$ cat src/rtl/bet_pkg.sv
// shared types and constants for the block entropy term accumulator
package bet_pkg;

    localparam int LOG_FB = 24;
    localparam int LN_FB = 54;
    localparam logic [29:0] LN2_Q30 = 30'd744261118;
    localparam int QDEPTH = 4;
    localparam int QPTR_BITS = 2;
    localparam int LOG_BITS = 5 + LOG_FB;
    localparam int LN_MAG_BITS = 62;
    localparam int PROD_BITS = 32 + LN_MAG_BITS;

    typedef struct packed {
        logic [15:0] entry_index;
        logic [31:0] entry_weight;
        logic [31:0] entry_block_degree;
        logic [31:0] query_degree;
        logic [15:0] exclude_first;
        logic [15:0] exclude_second;
        logic        use_exclusion;
        logic        last;
    } t_in_item;

    typedef struct packed {
        logic signed [63:0] entropy_term;
        logic               zero_degree_seen;
    } t_out_item;

    // classified entry handed from the front end to the engine
    typedef struct packed {
        logic [31:0] w;
        logic [31:0] bd;
        logic [31:0] deg;
        logic        skip;
        logic        zero_deg;
        logic        last;
    } t_work;

endpackage

$ cat src/rtl/bet_front.sv
// front end: masks and classifies entries, holds them in a short queue
module bet_front
    import bet_pkg::*;
#(
    parameter int WEIGHT_BITS = 32,
    parameter int INDEX_BITS = 16
) (
    input  logic     i_clk,
    input  logic     i_rst_n,
    input  logic     push,
    output logic     full,
    input  t_in_item i_in_item,
    output logic     o_q_valid,
    output t_work    o_q_work,
    input  logic     i_q_pop
);

    localparam int WB = (WEIGHT_BITS < 32) ? WEIGHT_BITS : 32;
    localparam int IB = (INDEX_BITS < 16) ? INDEX_BITS : 16;
    localparam logic [32:0] WMASK_W = (33'd1 << WB) - 33'd1;
    localparam logic [31:0] WMASK = WMASK_W[31:0];

    t_work                r_q [QDEPTH];
    logic [QPTR_BITS-1:0] r_wr_ptr, r_rd_ptr;
    logic [QPTR_BITS:0]   r_count;

    t_work       n_work;
    logic        wr_en, rd_en, excluded;
    logic [31:0] w_m;

    assign w_m = i_in_item.entry_weight & WMASK;
    assign excluded = i_in_item.use_exclusion &&
        ((i_in_item.entry_index[IB-1:0] == i_in_item.exclude_first[IB-1:0]) ||
         (i_in_item.entry_index[IB-1:0] == i_in_item.exclude_second[IB-1:0]));

    always_comb begin
        n_work.w        = w_m;
        n_work.bd       = i_in_item.entry_block_degree & WMASK;
        n_work.deg      = i_in_item.query_degree & WMASK;
        n_work.skip     = (w_m == 32'd0) || excluded;
        n_work.zero_deg = (n_work.bd == 32'd0) || (n_work.deg == 32'd0);
        n_work.last     = i_in_item.last;
    end

    assign full      = (r_count == (QPTR_BITS+1)'(QDEPTH));
    assign wr_en     = push && !full;
    assign o_q_valid = (r_count != '0);
    assign rd_en     = i_q_pop && o_q_valid;
    assign o_q_work  = r_q[r_rd_ptr];

    always_ff @(posedge i_clk) begin
        if (wr_en) begin
            r_q[r_wr_ptr] <= n_work;
        end
    end

    always_ff @(posedge i_clk) begin
        if (!i_rst_n) begin
            r_wr_ptr <= '0;
            r_rd_ptr <= '0;
            r_count  <= '0;
        end else begin
            if (wr_en) r_wr_ptr <= r_wr_ptr + 1'b1;
            if (rd_en) r_rd_ptr <= r_rd_ptr + 1'b1;
            r_count <= r_count + (QPTR_BITS+1)'(wr_en) - (QPTR_BITS+1)'(rd_en);
        end
    end

    a_count_bound: assert property (@(posedge i_clk) disable iff (!i_rst_n)
        r_count <= (QPTR_BITS+1)'(QDEPTH))
        else $error("queue count beyond depth");

    a_ptr_gap: assert property (@(posedge i_clk) disable iff (!i_rst_n)
        (r_count != '0 && r_count != (QPTR_BITS+1)'(QDEPTH)) |->
            (QPTR_BITS'(r_wr_ptr - r_rd_ptr) == r_count[QPTR_BITS-1:0]))
        else $error("queue pointers disagree with count");

    a_full_stall: assert property (@(posedge i_clk) disable iff (!i_rst_n)
        (full && !rd_en) |=> full)
        else $error("full queue changed with no read");

endmodule

$ cat config.mk
export PLATFORM = sky130hd
export DESIGN_NAME = bet_front
export DESIGN_NICKNAME = d
export VERILOG_FILES = /design/src/rtl/bet_pkg.sv /design/src/rtl/bet_front.sv
export SDC_FILE = /design/constraint.sdc
export NUM_CORES = 1
export LEC_CHECK = 0
export BUFFER_PORTS_ARGS = -buffer_cell sky130_fd_sc_hd__buf_2
export CAP_MARGIN = 20
export CORE_ASPECT_RATIO = 0.6
export CORE_MARGIN = 5
export CORE_UTILIZATION = 40
export DETAILED_ROUTE_END_ITERATION = 10
export GPL_ROUTABILITY_DRIVEN = 0
export HOLD_SLACK_MARGIN = 0.08
export PLACE_DENSITY = 0.59
export REMOVE_ABC_BUFFERS = 1
export SKIP_CTS_REPAIR_TIMING = 1
export SYNTH_ARGS = -nofsm -noshare
export SYNTH_HDL_FRONTEND = slang
export SYNTH_SLANG_ARGS = --single-unit
$ cat constraint.sdc
create_clock -name i_clk -period 4.63 [get_ports i_clk]
set_clock_uncertainty 0.05 [all_clocks]
set_input_delay 0.2315 -clock i_clk [delete_from_list [all_inputs] [get_ports i_clk]]
set_output_delay 0.2315 -clock i_clk [all_outputs]
set_load 0.005 [all_outputs]
## Yosys cells after proc, flatten, opt, wreduce, memory -nomap -nowiden

Memories as Yosys holds them, arrays and structs flattened. A register that Yosys moved wholly into a read port is not among the register bits.
Index checks and enable logic that the tools add are counted.

| storage, ports and cells | value |
|---|---|
| flip-flop bits (word level) | 7 |
| memory bits (writable) | 396 |
| bits of input ports | 150 |
| word-level logic and storage cells | 26 |
| memories | 1 |

| cells by class | value |
|---|---|
| add/subtract/negate cells | 4 |
| eq/ne operators | 3 |
| muxes and demuxes | 4 |
| reduce and logical (&&, ||, !) cells | 11 |

Memories:

| name | depth | bits a word | read ports | clocked after memory_dff | write ports | RTL line | text |
|---|---|---|---|---|---|---|---|
| r_q | 4 | 99 | 1 | 1 | 1 | bet_front.sv:23 | `t_work r_q [QDEPTH];` |

Operators by type and width:

| operator | count |
|---|---|
| 32-bit zero test | 3 |
| 16-bit equality test | 2 |
| 2-bit by 1-bit adder with 2-bit output, second input constant | 2 |
| 2-bit two-way mux | 2 |
| 3-bit by 1-bit adder with 3-bit output | 1 |
| 3-bit equality test, second input constant | 1 |
| 1-bit logical AND | 3 |
| 1-bit logical OR | 3 |
| 3-bit nonzero test | 1 |
| 3-bit by 1-bit subtractor with 3-bit output | 1 |
| 1-bit two-way mux | 2 |
| 1-bit zero test | 1 |

## Logic depth before layout (Yosys ltp)

Gate-level depths: netlist of run 1.

| depth | value |
|---|---|
| word-level depth | 5 |
| mapped depth | 12 |
| gate-level depth less buffers | 11 |

## Least setup slack after synthesis of run 1

No wires, ideal clock.

| timing | value |
|---|---|
| path type | register to register |
| from | reg r_count[1] |
| to | mem r_q[0][0] (netlist name) (enable) |
| data arrival time | 3.146 ns |
| required time | 4.111 ns |
| setup slack | 0.965 ns |
| stages on the path, launching flop included | 5 |
| period minus slack after synthesis | 3.665 ns |
| cell sequence | dfxtp_1 nor3b_1 nor2b_1 clkbuf_1 and2_1 |

| on the way | value |
|---|---|
| word-level cells in the longest chain between the ends | 5 |

RTL lines:

| what | RTL line | text |
|---|---|---|
| start, declared | bet_front.sv:25 | `logic [QPTR_BITS:0] r_count;` |
| start signal, assigned | bet_front.sv:65 | `r_count <= r_count + (QPTR_BITS+1)'(wr_en) - (QPTR_BITS+1)'(rd_en);` |
| 3-bit equality test | bet_front.sv:45 | `assign full = (r_count == (QPTR_BITS+1)'(QDEPTH));` |
| net full | bet_front.sv:11 | `output logic full,` |
| 1-bit zero test | bet_front.sv:46 | `assign wr_en = push && !full;` |
| 1-bit logical AND | bet_front.sv:46 |  |
| 1-bit two-way mux | bet_front.sv:52 | `if (wr_en) begin` |
| 1-bit two-way mux (implied by the code) | bet_front.sv:53 | `r_q[r_wr_ptr] <= n_work;` |
| end, declared | bet_front.sv:23 |  |

The timed path passes the listed nets, and every way through them passes these cells.

==> results of run 1 <==
## power by group through the flow
stage               Sequential (mW)  Combinational, mW  Clock, mW
floorplan                      4.83               1.13          0
global placement               4.78               2.05          0
detailed placement             4.78               2.04          0
CTS                            4.70               2.05       3.14
global route                   4.74               2.21       3.29
finish                         4.69               2.04       3.05
## through the flow
| step | instances | utilization | TNS, ns | cell area, µm² | worst slack [ns] |
|---|---|---|---|---|---|
| after floorplan | 614 | - | -43.52 | 15130 | -0.4396 |
| after global placement | 1388 | 0.4547 | 0 | 17150 | 1.960 |
| after detailed placement | 1388 | 0.4547 | 0 | 17150 | 1.872 |
| after CTS | 1453 | 0.4868 | 0 | 18360 | 1.446 |
| after global routing | 1554 | 0.5130 | 0 | 19340 | 1.349 |
| final | 1554 | 0.5130 | 0 | 19340 | 1.588 |
## final timing paths
kind                     from     endpoint  slack, ns  cells after the start
setup / recovery     register  o_q_work[1]       1.59                      3
hold / removal        i_q_pop     register       0.17                      4
setup reg to reg   r_count[1]   r_q[2][50]       1.94                      4
hold reg to reg   r_wr_ptr[1]  r_wr_ptr[1]       0.53                      2
## cells by family after synthesis
family	synth area share
compound gates	0.001066
xor+xnor	0.02123
fa+ha+maj	0.006229
buf+inv	0.01000
flops	0.7908
mux	0.1467
simple gates	0.02394
## cell usage in the layout, fill, tap and decap left out
cell type / Yosys / final
sky130_fd_sc_hd__nand4_1: 14 / 14
sky130_fd_sc_hd__nor3b_1: 1 / 1
sky130_fd_sc_hd__dfxtp_4: 0 / 2
sky130_fd_sc_hd__clkinvlp_4: 0 / 3
sky130_fd_sc_hd__dlygate4sd3_1: 0 / 98
sky130_fd_sc_hd__xnor2_1: 36 / 36
sky130_fd_sc_hd__bufinv_16: 0 / 4
sky130_fd_sc_hd__o21ai_0: 2 / 2
sky130_fd_sc_hd__edfxtp_1: 396 / 396
sky130_fd_sc_hd__clkbuf_1: 6 / 3
sky130_fd_sc_hd__mux4_2: 99 / 99
sky130_fd_sc_hd__mux2i_1: 1 / 1
sky130_fd_sc_hd__buf_2: 11 / 250
sky130_fd_sc_hd__or3_4: 1 / 1
sky130_fd_sc_hd__clkinv_2: 0 / 6
sky130_fd_sc_hd__ha_1: 6 / 6
sky130_fd_sc_hd__diode_2: 0 / 3
sky130_fd_sc_hd__inv_1: 5 / 5
sky130_fd_sc_hd__clkinv_1: 0 / 8
sky130_fd_sc_hd__nor4_1: 26 / 26
sky130_fd_sc_hd__fa_1: 1 / 1
sky130_fd_sc_hd__clkbuf_16: 0 / 39
sky130_fd_sc_hd__o22ai_1: 1 / 1
sky130_fd_sc_hd__clkinv_4: 0 / 1
sky130_fd_sc_hd__xor2_1: 1 / 1
sky130_fd_sc_hd__nor2b_1: 3 / 3
sky130_fd_sc_hd__dfxtp_1: 9 / 7
sky130_fd_sc_hd__and2_4: 1 / 5
sky130_fd_sc_hd__inv_6: 0 / 1
sky130_fd_sc_hd__buf_4: 3 / 9
sky130_fd_sc_hd__buf_12: 0 / 2
sky130_fd_sc_hd__and2_1: 10 / 6
sky130_fd_sc_hd__nand2_2: 1 / 1
## registers in the layout, summed over array words and instances, names as in the netlist, named ones only
name / cells
r_wr_ptr: 2
r_q: 396
r_rd_ptr: 2
r_count: 3
## worst min-delay path: stages
cell	delay (ns)
sky130_fd_sc_hd__buf_2	0.09
sky130_fd_sc_hd__and2_4	0.16
sky130_fd_sc_hd__xor2_1	0.07
sky130_fd_sc_hd__and2_1	0.14
## cell type report
type | instances | area [µm²] | area share
diodes | 3 | 7.507 | 0.0003881
clock buffers | 42 | 987.2 | 0.05103
clock inverters | 23 | 220.2 | 0.01138
inverters | 5 | 18.77 | 0.0009702
multi-input cells | 204 | 3050 | 0.1577
flip-flops and latches | 405 | 12080 | 0.6244
well taps | 513 | 641.9 | 0.03318
repair buffers | 359 | 2340 | 0.1209
## layer usage
layer / wire (µm) / GRT usage / vias up
met3: 2324 / 0.04203 / 47
li1: - / - / 3471
met2: 16970 / 0.2590 / 253
met5: 7 / 0 / -
met4: 474 / 0.02730 / 2
met1: 15120 / 0.2244 / 4050
==> impl_results.rst, run 1 <==
.. list-table::
   :header-rows: 1

   * - Metric
     - Value
   * - Die ar.
     - 42300 µm²
   * - Design Power
     - 9.782 mW
   * - Sequence of cells on the critical path
     - buf_4 -> mux4_2 -> buf_2
   * - Synth top area cells
     - sky130_fd_sc_hd__edfxtp_1 (78%), sky130_fd_sc_hd__mux4_2 (15%), sky130_fd_sc_hd__xnor2_1 (2.1%), sky130_fd_sc_hd__dfxtp_1 (1.2%), sky130_fd_sc_hd__nor4_1 (1.1%)
   * - Growth of design area from synthesis to finish
     - 26.73%
   * - Logic pwr share
     - 0.209
   * - Via density per instance
     - slightly above 5
   * - Pwr/cell area
     - 505.7 nW/µm²
   * - Outcome
     - complete, no violations
   * - Share of layout cells above drive strength 1
     - 0.4075
   * - Horizontal die dimension
     - 262.2 µm
   * - Number of nets with antenna violations after detailed routing
     - 0
   * - Hold WC Path Type
     - primary input to register
   * - Worst Setup Start Kind
     - register
   * - Number of placement rows
     - 55
   * - Drt drc
     - 0
   * - Maximum number of pins on one net before global-route repair
     - 62
   * - Synthesis Warnings
     - 0
   * - Worst supply voltage drop on vdd
     - 0.0002681 V
   * - Gate Count Post-Synth
     - 637
   * - Starting density of the core
     - 0.4048
   * - Height of the die
     - 161.3 µm
   * - TritonCTS clock tree
     - built
   * - Buffers and inverters on the worst path
     - 2
   * - Category of the most critical setup path
     - register to primary output
   * - Most used standard cells in the synthesized netlist
     - sky130_fd_sc_hd__edfxtp_1 (396), sky130_fd_sc_hd__mux4_2 (99), sky130_fd_sc_hd__xnor2_1 (36), sky130_fd_sc_hd__nor4_1 (26), sky130_fd_sc_hd__nand4_1 (14)
   * - First-pass DRT Iterations
     - 4
   * - Main flop type after synthesis
     - sky130_fd_sc_hd__edfxtp_1
   * - Clock Pin Slew Worst Setup and Hold Paths
     - approximately 0.06 ns
   * - Total half-perimeter wirelength after legalization and detailed placement
     - roughly 23000 µm
   * - Critical-path maximum fanout
     - 44
   * - Number of buffers created by CTS
     - 38
   * - CP max stage delay
     - approximately 0.97 ns
   * - Slew headroom
     - 0.3444
   * - Number of I/O pins
     - about 250
   * - Number of global-route vias before repair
     - around 7900
   * - Sequential share of power
     - 0.479
   * - Buffer levels on the longest clock path
     - 3
   * - Leakage Power
     - 6.498 nW
   * - Root buffer selected by CTS
     - sky130_fd_sc_hd__clkbuf_16
   * - GRT Resource Usage Total
     - 0.1598
   * - Later-pin clock latency in the skew report
     - ~0.52 ns
   * - PortBufs
     - 250
   * - Tightest hold margin
     - 0.1729 ns
   * - Count of cell types in the netlist
     - 23
   * - Required time of the worst setup path
     - 4.35 ns
   * - Share of the clock period used by the worst path
     - 0.6570
   * - Number of DRC markers after the initial detailed-route iteration
     - 580
   * - Power Internal
     - 7.297 mW
   * - Synth Area per Inst
     - 23.96 µm²
   * - Wire length after detailed routing
     - 34900 µm
   * - Capturing element type of the critical path
     - primary output
   * - Clock network fraction of total power
     - 0.312
   * - Fmax
     - 0.3287 GHz
   * - EDFF count, synth
     - 396
   * - Cell accounting for the most synthesized area
     - sky130_fd_sc_hd__edfxtp_1
   * - Placeable core area
     - roughly 38000 µm²
   * - Number of vias in the routed layout
     - ~7800
   * - Final setup violation count
     - 0
   * - Arrival time of data at the critical path endpoint
     - 2.76 ns
   * - Number of levels in the clock H-tree
     - 2
   * - Async set-reset flop share out of synthesis
     - 0
   * - Final hold violation count
     - 0
   * - Post-synth design cell area
     - 15260 µm²
   * - Drt wl/cell
     - 22.46 µm
   * - Most repeated cell in the gate-level netlist after synthesis
     - sky130_fd_sc_hd__edfxtp_1
   * - Final net count
     - 1170
   * - Max Slew Vio Count
     - 0
   * - Total clock sinks
     - between 400 and 500
   * - Wire length of the first global-routing pass
     - 50320 µm
   * - Max-cap viol count
     - 0
   * - Seq cells post-synth
     - ~410
   * - Number of antenna violations at the first check in global routing
     - 4
   * - Part of the Yosys area used for sequential elements
     - 0.7908
   * - Worst Tran Pin Value
     - between 0.9 and 1 ns
   * - Number of fill cells
     - 3087
   * - Area share of the largest cell type after synthesis
     - 0.7790
   * - Library cell contributing the largest single delay on the critical path
     - sky130_fd_sc_hd__dfxtp_4
   * - Cell family with most CP delay
     - flip-flops
   * - NetSw
     - 2.485 mW
   * - Setup repair after global routing missed its margin
     - false
   * - Overflow left after global routing
     - 0
   * - Switching fraction of total power
     - 0.2540
   * - Final period demand of the worst path
     - 3.042 ns
Power figures use the tool's default switching activity.
==> run 2, diff against run 1 <==
- PLACE_DENSITY: 0.59 -> 0.61
- clock period: 4.63 -> 2.5 ns (I/O delays scaled with it)
==> run 2 against run 1 <==
  * Non-clock buffer count grew 9
  * Worst setup slack got worse by 1.5 ns
  * Sequential share of layout area down 0.75 points
  * Global-route usage shrank 0.58 points
  * Utilization grew 0.62 points
  * Clock power up 86%
  * Critical path type is now register to register
  * Highest routed layer unchanged
==> impl_results.rst, run 2 (same netlist as run 1, synthesis figures left out) <==
.. list-table::
   :header-rows: 1

   * - Metric
     - Value
   * - Share of the clock period used by the worst path
     - 0.9521
   * - Later-pin clock latency in the skew report
     - 0.53 ns (about the same)
   * - Hold WC Path Type
     - primary input to register
   * - Required time of the worst setup path
     - 2.87 ns (-1.48 ns)
   * - Worst Tran Pin Value
     - 0.5785 ns (-0.4049 ns)
   * - First-pass DRT Iterations
     - 6 (+2)
   * - Largest register FFs
     - 396 (unchanged)
   * - Arrival time of data at the critical path endpoint
     - 2.75 ns (about the same)
   * - Max Slew Vio Count
     - 0 (unchanged)
   * - Slew headroom
     - 0.6108 (+0.2664)
   * - Wire length of the first global-routing pass
     - 49230 µm (-2.2%)
   * - Number of placement rows
     - 55 (unchanged)
   * - Largest register by flop count
     - r_q
   * - Capturing element type of the critical path
     - register
   * - Setup slack, reg-to-reg
     - 0.12 ns (-1.82 ns)
   * - Registers with the highest flip-flop counts
     - r_q x396, r_count x3
   * - Design Power
     - 18.22 mW (+86%)
   * - TritonCTS clock tree
     - built
   * - Max-cap viol count
     - 0 (unchanged)
   * - Critical-path maximum fanout
     - 3 (-93%)
   * - Growth of design area from synthesis to finish
     - 28.27%
   * - Number of levels in the clock H-tree
     - 2 (unchanged)
   * - Worst-case reg-to-reg path depth
     - 10 (+6)
   * - Final hold violation count
     - 0 (unchanged)
   * - Drt wl/cell
     - 21.48 µm (-4.3%)
   * - Via density per instance
     - 5.002 (-0.64%)
   * - Reg-to-Reg Start
     - r_count[1]
   * - Number of I/O pins
     - 251 (unchanged)
   * - Setup repair after global routing missed its margin
     - false
   * - Number of buffers created by CTS
     - 39 (+2.6%)
   * - End of the worst hold path
     - r_q[1][2]
   * - HP Start
     - i_in_item[1]
   * - Number of antenna violations at the first check in global routing
     - 2 (-2)
   * - Category of the most critical setup path
     - register to register
   * - Worst supply voltage drop on vdd
     - 0.0004203 V (+57%)
   * - Horizontal die dimension
     - 262.2 µm (unchanged)
   * - Leakage Power
     - 6.589 nW (+1.4%)
   * - Number of nets with antenna violations after detailed routing
     - 0 (unchanged)
   * - Maximum number of pins on one net before global-route repair
     - 62 (unchanged)
   * - Pwr/cell area
     - 930.5 nW/µm² (+84%)
   * - Placeable core area
     - 37710 µm² (unchanged)
   * - Hold Path Stages
     - 3 (-1)
   * - Total half-perimeter wirelength after legalization and detailed placement
     - 20990 µm (-7.2%)
   * - Overflow left after global routing
     - 0 (unchanged)
   * - GRT Resource Usage Total
     - 0.1539 (-0.005849)
   * - Fmax
     - 0.4201 GHz
   * - Number of fill cells
     - 3041 (-1.5%)
   * - Number of global-route vias before repair
     - 7947 (+0.72%)
   * - Worst slack at placement
     - 0.1446 ns (-1.727 ns)
   * - Final period demand of the worst path
     - 2.380 ns
   * - Wire length after detailed routing
     - 33640 µm (-3.6%)
   * - Clock Pin Slew Worst Setup and Hold Paths
     - 0.06 ns (about the same)
   * - Least setup slack across all paths after layout
     - 0.1197 ns (-1.468 ns)
   * - Total clock sinks
     - 405 (unchanged)
   * - Most frequent standard cell in the layout excluding fill and tap cells
     - sky130_fd_sc_hd__edfxtp_1
   * - Drt drc
     - 0 (unchanged)
   * - Root buffer selected by CTS
     - sky130_fd_sc_hd__clkbuf_16
   * - Post-detailed-placement cell area
     - 17360 µm² (+1.2%)
   * - Final setup violation count
     - 0 (unchanged)
   * - Number of DRC markers after the initial detailed-route iteration
     - 494 (-15%)
   * - Most frequent cells in the layout
     - sky130_fd_sc_hd__edfxtp_1 (396), sky130_fd_sc_hd__buf_2 (250), sky130_fd_sc_hd__mux4_2 (99), sky130_fd_sc_hd__dlygate4sd3_1 (99), sky130_fd_sc_hd__clkbuf_16 (41)
   * - Share of layout cells above drive strength 1
     - 0.4144 (+0.006934)
   * - Die ar.
     - 42300 µm² (unchanged)
   * - R2r endpoint
     - r_count[2]
   * - Starting density of the core
     - 0.4048 (unchanged)
   * - Number of vias in the routed layout
     - 7833 (+0.13%)
   * - Worst Setup Start Kind
     - register
   * - Buffer levels on the longest clock path
     - 3 (unchanged)
   * - Height of the die
     - 161.3 µm (unchanged)
   * - PortBufs
     - 250 (unchanged)
   * - Post-route cell area
     - 19580 µm² (+1.2%)
   * - Final net count
     - 1180 (+0.85%)
   * - Outcome
     - complete, no violations
==> run 2: cell count changes in the layout (fill, tap and decap cells not counted), moves of 3 or more <==
cell / before / now
sky130_fd_sc_hd__clkinv_1: 8 / 5
sky130_fd_sc_hd__buf_12: 2 / 14
sky130_fd_sc_hd__clkinv_2: 6 / 9
sky130_fd_sc_hd__buf_4: 9 / 5
sky130_fd_sc_hd__clkbuf_1: 3 / 6
==> run 2: layout make-up <==
class / instances / area, µm² / share of cell area
inverters: 5 / 18.77 / 0.0009585
well taps: 513 / 641.9 / 0.03278
clock buffers: 47 / 1049 / 0.05355
multi-input cells: 204 / 3050 / 0.1558
flip-flops and latches: 405 / 12080 / 0.6169
diodes: 1 / 2.502 / 0.0001278
clock inverters: 23 / 178.9 / 0.009138
repair buffers: 368 / 2560 / 0.1307
==> run 2: worst max-delay path, stage by stage (launching register included) <==
cell and delay [ns]:
sky130_fd_sc_hd__dfxtp_1 0.32, sky130_fd_sc_hd__or3_4 0.39, sky130_fd_sc_hd__and2_4 0.18, sky130_fd_sc_hd__ha_1 0.26, sky130_fd_sc_hd__inv_1 0.06, sky130_fd_sc_hd__ha_1 0.13, sky130_fd_sc_hd__inv_1 0.05, sky130_fd_sc_hd__fa_1 0.41
sky130_fd_sc_hd__xnor2_1 0.15, sky130_fd_sc_hd__xnor2_1 0.13, sky130_fd_sc_hd__and2_1 0.15
==> run 2: how the worst max path moves through the flow <==
stage / from / end / slack [ns]
2_1_floorplan: register / o_q_work[0] / -2.46
3_3_place_gp: r_count[1] / r_count[2] / 0.17
3_5_place_dp: r_count[0] / r_count[2] / 0.14
4_1_cts: r_count[1] / r_count[2] / 0.12
5_1_grt: r_count[1] / r_count[2] / 0.04
6_report: r_count[1] / r_count[2] / 0.12
==> run 2: power by group <==
part	internal [mW]	switching, mW
Combinational	2.12	1.98
Sequential	8.27	0.197
Clock	3.21	2.45
==> run 2: routing by layer <==
layer | vias up | track usage | wire length [µm]
li1 | 3504 | - | -
met1 | 4040 | 0.2146 | 14440
met2 | 247 | 0.2427 | 16420
met3 | 40 | 0.04578 | 2252
met4 | 2 | 0.03561 | 521
met5 | - | 0 | 7
==> run 2: per-stage QoR <==
step | util | cells | setup TNS [ns] | hold slack (ns)
4_1_cts | 0.4929 | 1466 | 0 | -0.2620
3_5_place_dp | 0.4603 | 1396 | 0 | 0.3056
5_1_grt | 0.5192 | 1566 | 0 | 0.09298
6_report | 0.5192 | 1566 | 0 | 0.02459
2_1_floorplan | - | 614 | -709.78 | 0.1739
3_3_place_gp | 0.4603 | 1396 | 0 | 0.3019
==> run 3, diff against run 2 <==
- CELL_PAD_IN_SITES_DETAIL_PLACEMENT: unset -> 0
- CELL_PAD_IN_SITES_GLOBAL_PLACEMENT: unset -> 2
- CORE_UTILIZATION: 40 -> 39
- PLACE_DENSITY: 0.61 -> 0.74
==> run 3 against run 2 <==
  * Wire length shrank 1.1%
  * Utilization down 1.5 points
  * Flip-flop and latch count is the same
  * Die area grew 2.4%
  * Via count fell by 2.1%
  * Clock power up 0.7%
  * First-iteration DRC count shrank 9.3%
  * Worst setup slack improved by 0.034 ns
  * Global-route usage down 0.55 points
  * Cell area grew 0.15%
  * Combinational power hardly changed
  * Power rose by 0.22%
  * Largest power group unchanged
==> impl_results.rst, run 3 (same netlist as run 1, synthesis figures left out) <==
.. list-table::
   :header-rows: 1

   * - Metric
     - Value
   * - Pwr/cell area
     - 931.1 nW/µm² (about the same)
   * - Critical path endpoint
     - r_count[2]
   * - Library cell contributing the largest single delay on the critical path
     - sky130_fd_sc_hd__fa_1
   * - Design Power
     - 18.26 mW (+0.22%)
   * - Tightest hold margin
     - 0.1428 ns (+0.1182 ns)
   * - Overflow left after global routing
     - 0 (unchanged)
   * - Leakage Power
     - 6.594 nW (about the same)
   * - Height of the die
     - 163.2 µm (+1.2%)
   * - Number of levels in the clock H-tree
     - 2 (unchanged)
   * - Clock Pin Slew Worst Setup and Hold Paths
     - 0.07 ns (about the same)
   * - Sequence of cells on the critical path
     - or3_4 -> and2_4 -> ha_1 -> inv_1 -> ha_1 -> inv_1 -> fa_1 -> xnor2_1 -> xnor2_1 -> and2_1
   * - CP max stage delay
     - 0.40 ns (about the same)
   * - Most frequent standard cell in the layout excluding fill and tap cells
     - sky130_fd_sc_hd__edfxtp_1
   * - Final hold violation count
     - 0 (unchanged)
   * - Number of vias in the routed layout
     - 7670 (-2.1%)
   * - Hold WC Path Type
     - primary input to register
   * - Least setup slack across all paths after layout
     - 0.1541 ns (+0.03442 ns)
   * - Outcome
     - complete, no violations
   * - Setup repair after global routing missed its margin
     - false
   * - Worst supply voltage drop on vdd
     - 0.0005134 V (+22%)
   * - Fmax
     - 0.4263 GHz (+1.5%)
   * - Number of buffers created by CTS
     - 38 (-2.6%)
   * - Worst-case reg-to-reg path depth
     - 10 (unchanged)
   * - Most frequent cells in the layout
     - sky130_fd_sc_hd__edfxtp_1 (396), sky130_fd_sc_hd__buf_2 (250), sky130_fd_sc_hd__dlygate4sd3_1 (101)
   * - Starting density of the core
     - 0.3925 (-0.01224)
   * - Share of the clock period used by the worst path
     - 0.9384 (-0.01377)
   * - Category of the most critical setup path
     - register to register
   * - Max-cap viol count
     - 0 (unchanged)
   * - Final net count
     - 1181 (+0.085%)
   * - Path length in cells of the critical path
     - 10 (unchanged)
   * - Max Slew Vio Count
     - 0 (unchanged)
   * - HP Start
     - push
   * - Wire length after detailed routing
     - 33270 µm (-1.1%)
   * - Final setup violation count
     - 0 (unchanged)
   * - Diodes inserted
     - 0 (-1)
   * - Number of DRC markers after the initial detailed-route iteration
     - 448 (-9.3%)
   * - PortBufs
     - 250 (unchanged)
   * - Drt wl/cell
     - 21.11 µm (-1.7%)
   * - Total clock sinks
     - 405 (unchanged)
   * - Maximum number of pins on one net before global-route repair
     - 68 (+9.7%)
   * - R2r endpoint
     - r_count[2]
   * - Worst Setup Start Kind
     - register
   * - Capturing element type of the critical path
     - register
   * - Wire length of the first global-routing pass
     - 48850 µm (-0.77%)
   * - Critical-path maximum fanout
     - 3 (unchanged)
   * - Number of global-route vias before repair
     - 7739 (-2.6%)
   * - Number of I/O pins
     - 251 (unchanged)
   * - Later-pin clock latency in the skew report
     - 0.53 ns (about the same)
   * - Root buffer selected by CTS
     - sky130_fd_sc_hd__clkbuf_16
   * - Arrival time of data at the critical path endpoint
     - 2.72 ns (-0.03 ns)
   * - GRT Resource Usage Total
     - 0.1484 (-0.005521)
   * - Setup slack, reg-to-reg
     - 0.15 ns (+0.03 ns)
   * - Cell family with most CP delay
     - adder cells
   * - Drt drc
     - 0 (unchanged)
   * - Final core utilization
     - 0.5043 (-0.01493)
   * - Final period demand of the worst path
     - 2.346 ns (-0.03442 ns)
   * - First-pass DRT Iterations
     - 4 (-2)
   * - Share of layout cells above drive strength 1
     - 0.4127 (-0.001735)
   * - Registers with the highest flip-flop counts
     - r_q x396, r_count x3
   * - Post-detailed-placement cell area
     - 17360 µm² (about the same)
   * - Number of antenna violations at the first check in global routing
     - 0 (-2)
   * - Via density per instance
     - 4.867 (-2.7%)
   * - Worst setup startpoint
     - r_count[0]
   * - Horizontal die dimension
     - 265.4 µm (+1.2%)
   * - Number of placement rows
     - 56 (+1.8%)
   * - TritonCTS clock tree
     - built
   * - Worst slack at placement
     - 0.1593 ns (+0.01464 ns)
   * - Buffers and inverters on the worst path
     - 2 (unchanged)
   * - Growth of design area from synthesis to finish
     - 28.47%
   * - Buffer levels on the longest clock path
     - 3 (unchanged)
   * - Number of nets with antenna violations after detailed routing
     - 0 (unchanged)
   * - Required time of the worst setup path
     - 2.88 ns (about the same)
   * - Die ar.
     - 43330 µm² (+2.4%)
   * - Largest register by flop count
     - r_q
   * - Worst Tran Pin Value
     - 0.7069 ns (+0.1285 ns)
   * - Reg-to-Reg Start
     - r_count[0]
   * - Placeable core area
     - 38890 µm² (+3.1%)
   * - Post-route cell area
     - 19610 µm² (+0.15%)
   * - Slew headroom
     - 0.5244 (-0.08642)
   * - Largest register FFs
     - 396 (unchanged)
   * - Total half-perimeter wirelength after legalization and detailed placement
     - 21020 µm (+0.14%)
==> run 3: changes by cell type in the layout (fill, tap and decap cells not counted), sizes merged <==
cell         delta
bufinv          +1
inv             +1
dlygate4sd3     +2
clkinv          -2
diode           -1
==> run 3: cell type report <==
cell class                      count  area, µm²
Sequential cell                   405      12080
Timing Repair Buffer              370       2567
Fill cell                        3157      19280
Clock buffer                       47       1006
Multi-Input combinational cell    204       3055
Tap cell                          522      653.1
Inverter                            5      18.77
Clock inverter                     23      230.2
==> run 3: worst min path at each step <==
stage                   to  slack, ns  depth (start not counted)
6_report       r_wr_ptr[1]       0.14                          5
5_1_grt        r_wr_ptr[1]       0.17                          5
4_1_cts         r_q[1][28]      -0.26                          1
3_5_place_dp     r_q[0][0]       0.31                          1
3_3_place_gp     r_q[0][0]       0.30                          1
2_1_floorplan    r_q[0][0]       0.17                          0
==> run 3: where the power goes <==
| part | switching (mW) | total (mW) | internal (mW) |
|---|---|---|---|
| Sequential | 0.205 | 8.47 | 8.27 |
| Combinational | 1.97 | 4.08 | 2.11 |
| Clock | 2.49 | 5.70 | 3.22 |
==> run 3: layer usage <==
layer / vias to the layer above / part of all wire / track usage
met1: 3938 / 0.45 / 0.2168
met2: 179 / 0.47 / 0.2298
met5: - / 0 / 0
met4: 0 / 0.019 / 0.03220
li1: 3504 / - / -
met3: 49 / 0.056 / 0.03643
==> run 3: worst min-delay path, cell delays in order <==
cell	delay [ns]
sky130_fd_sc_hd__buf_2	0.07
sky130_fd_sc_hd__nor2b_1	0.15
sky130_fd_sc_hd__buf_4	0.18
sky130_fd_sc_hd__mux2i_1	0.07
sky130_fd_sc_hd__nor2b_1	0.09
==> run 3: metrics by stage <==
stage | TNS (ns) | instances
final | 0 | 1576
after global placement | 0 | 1405
after CTS | 0 | 1475
after floorplan | -709.78 | 614
after detailed placement | 0 | 1405
after global routing | 0 | 1576
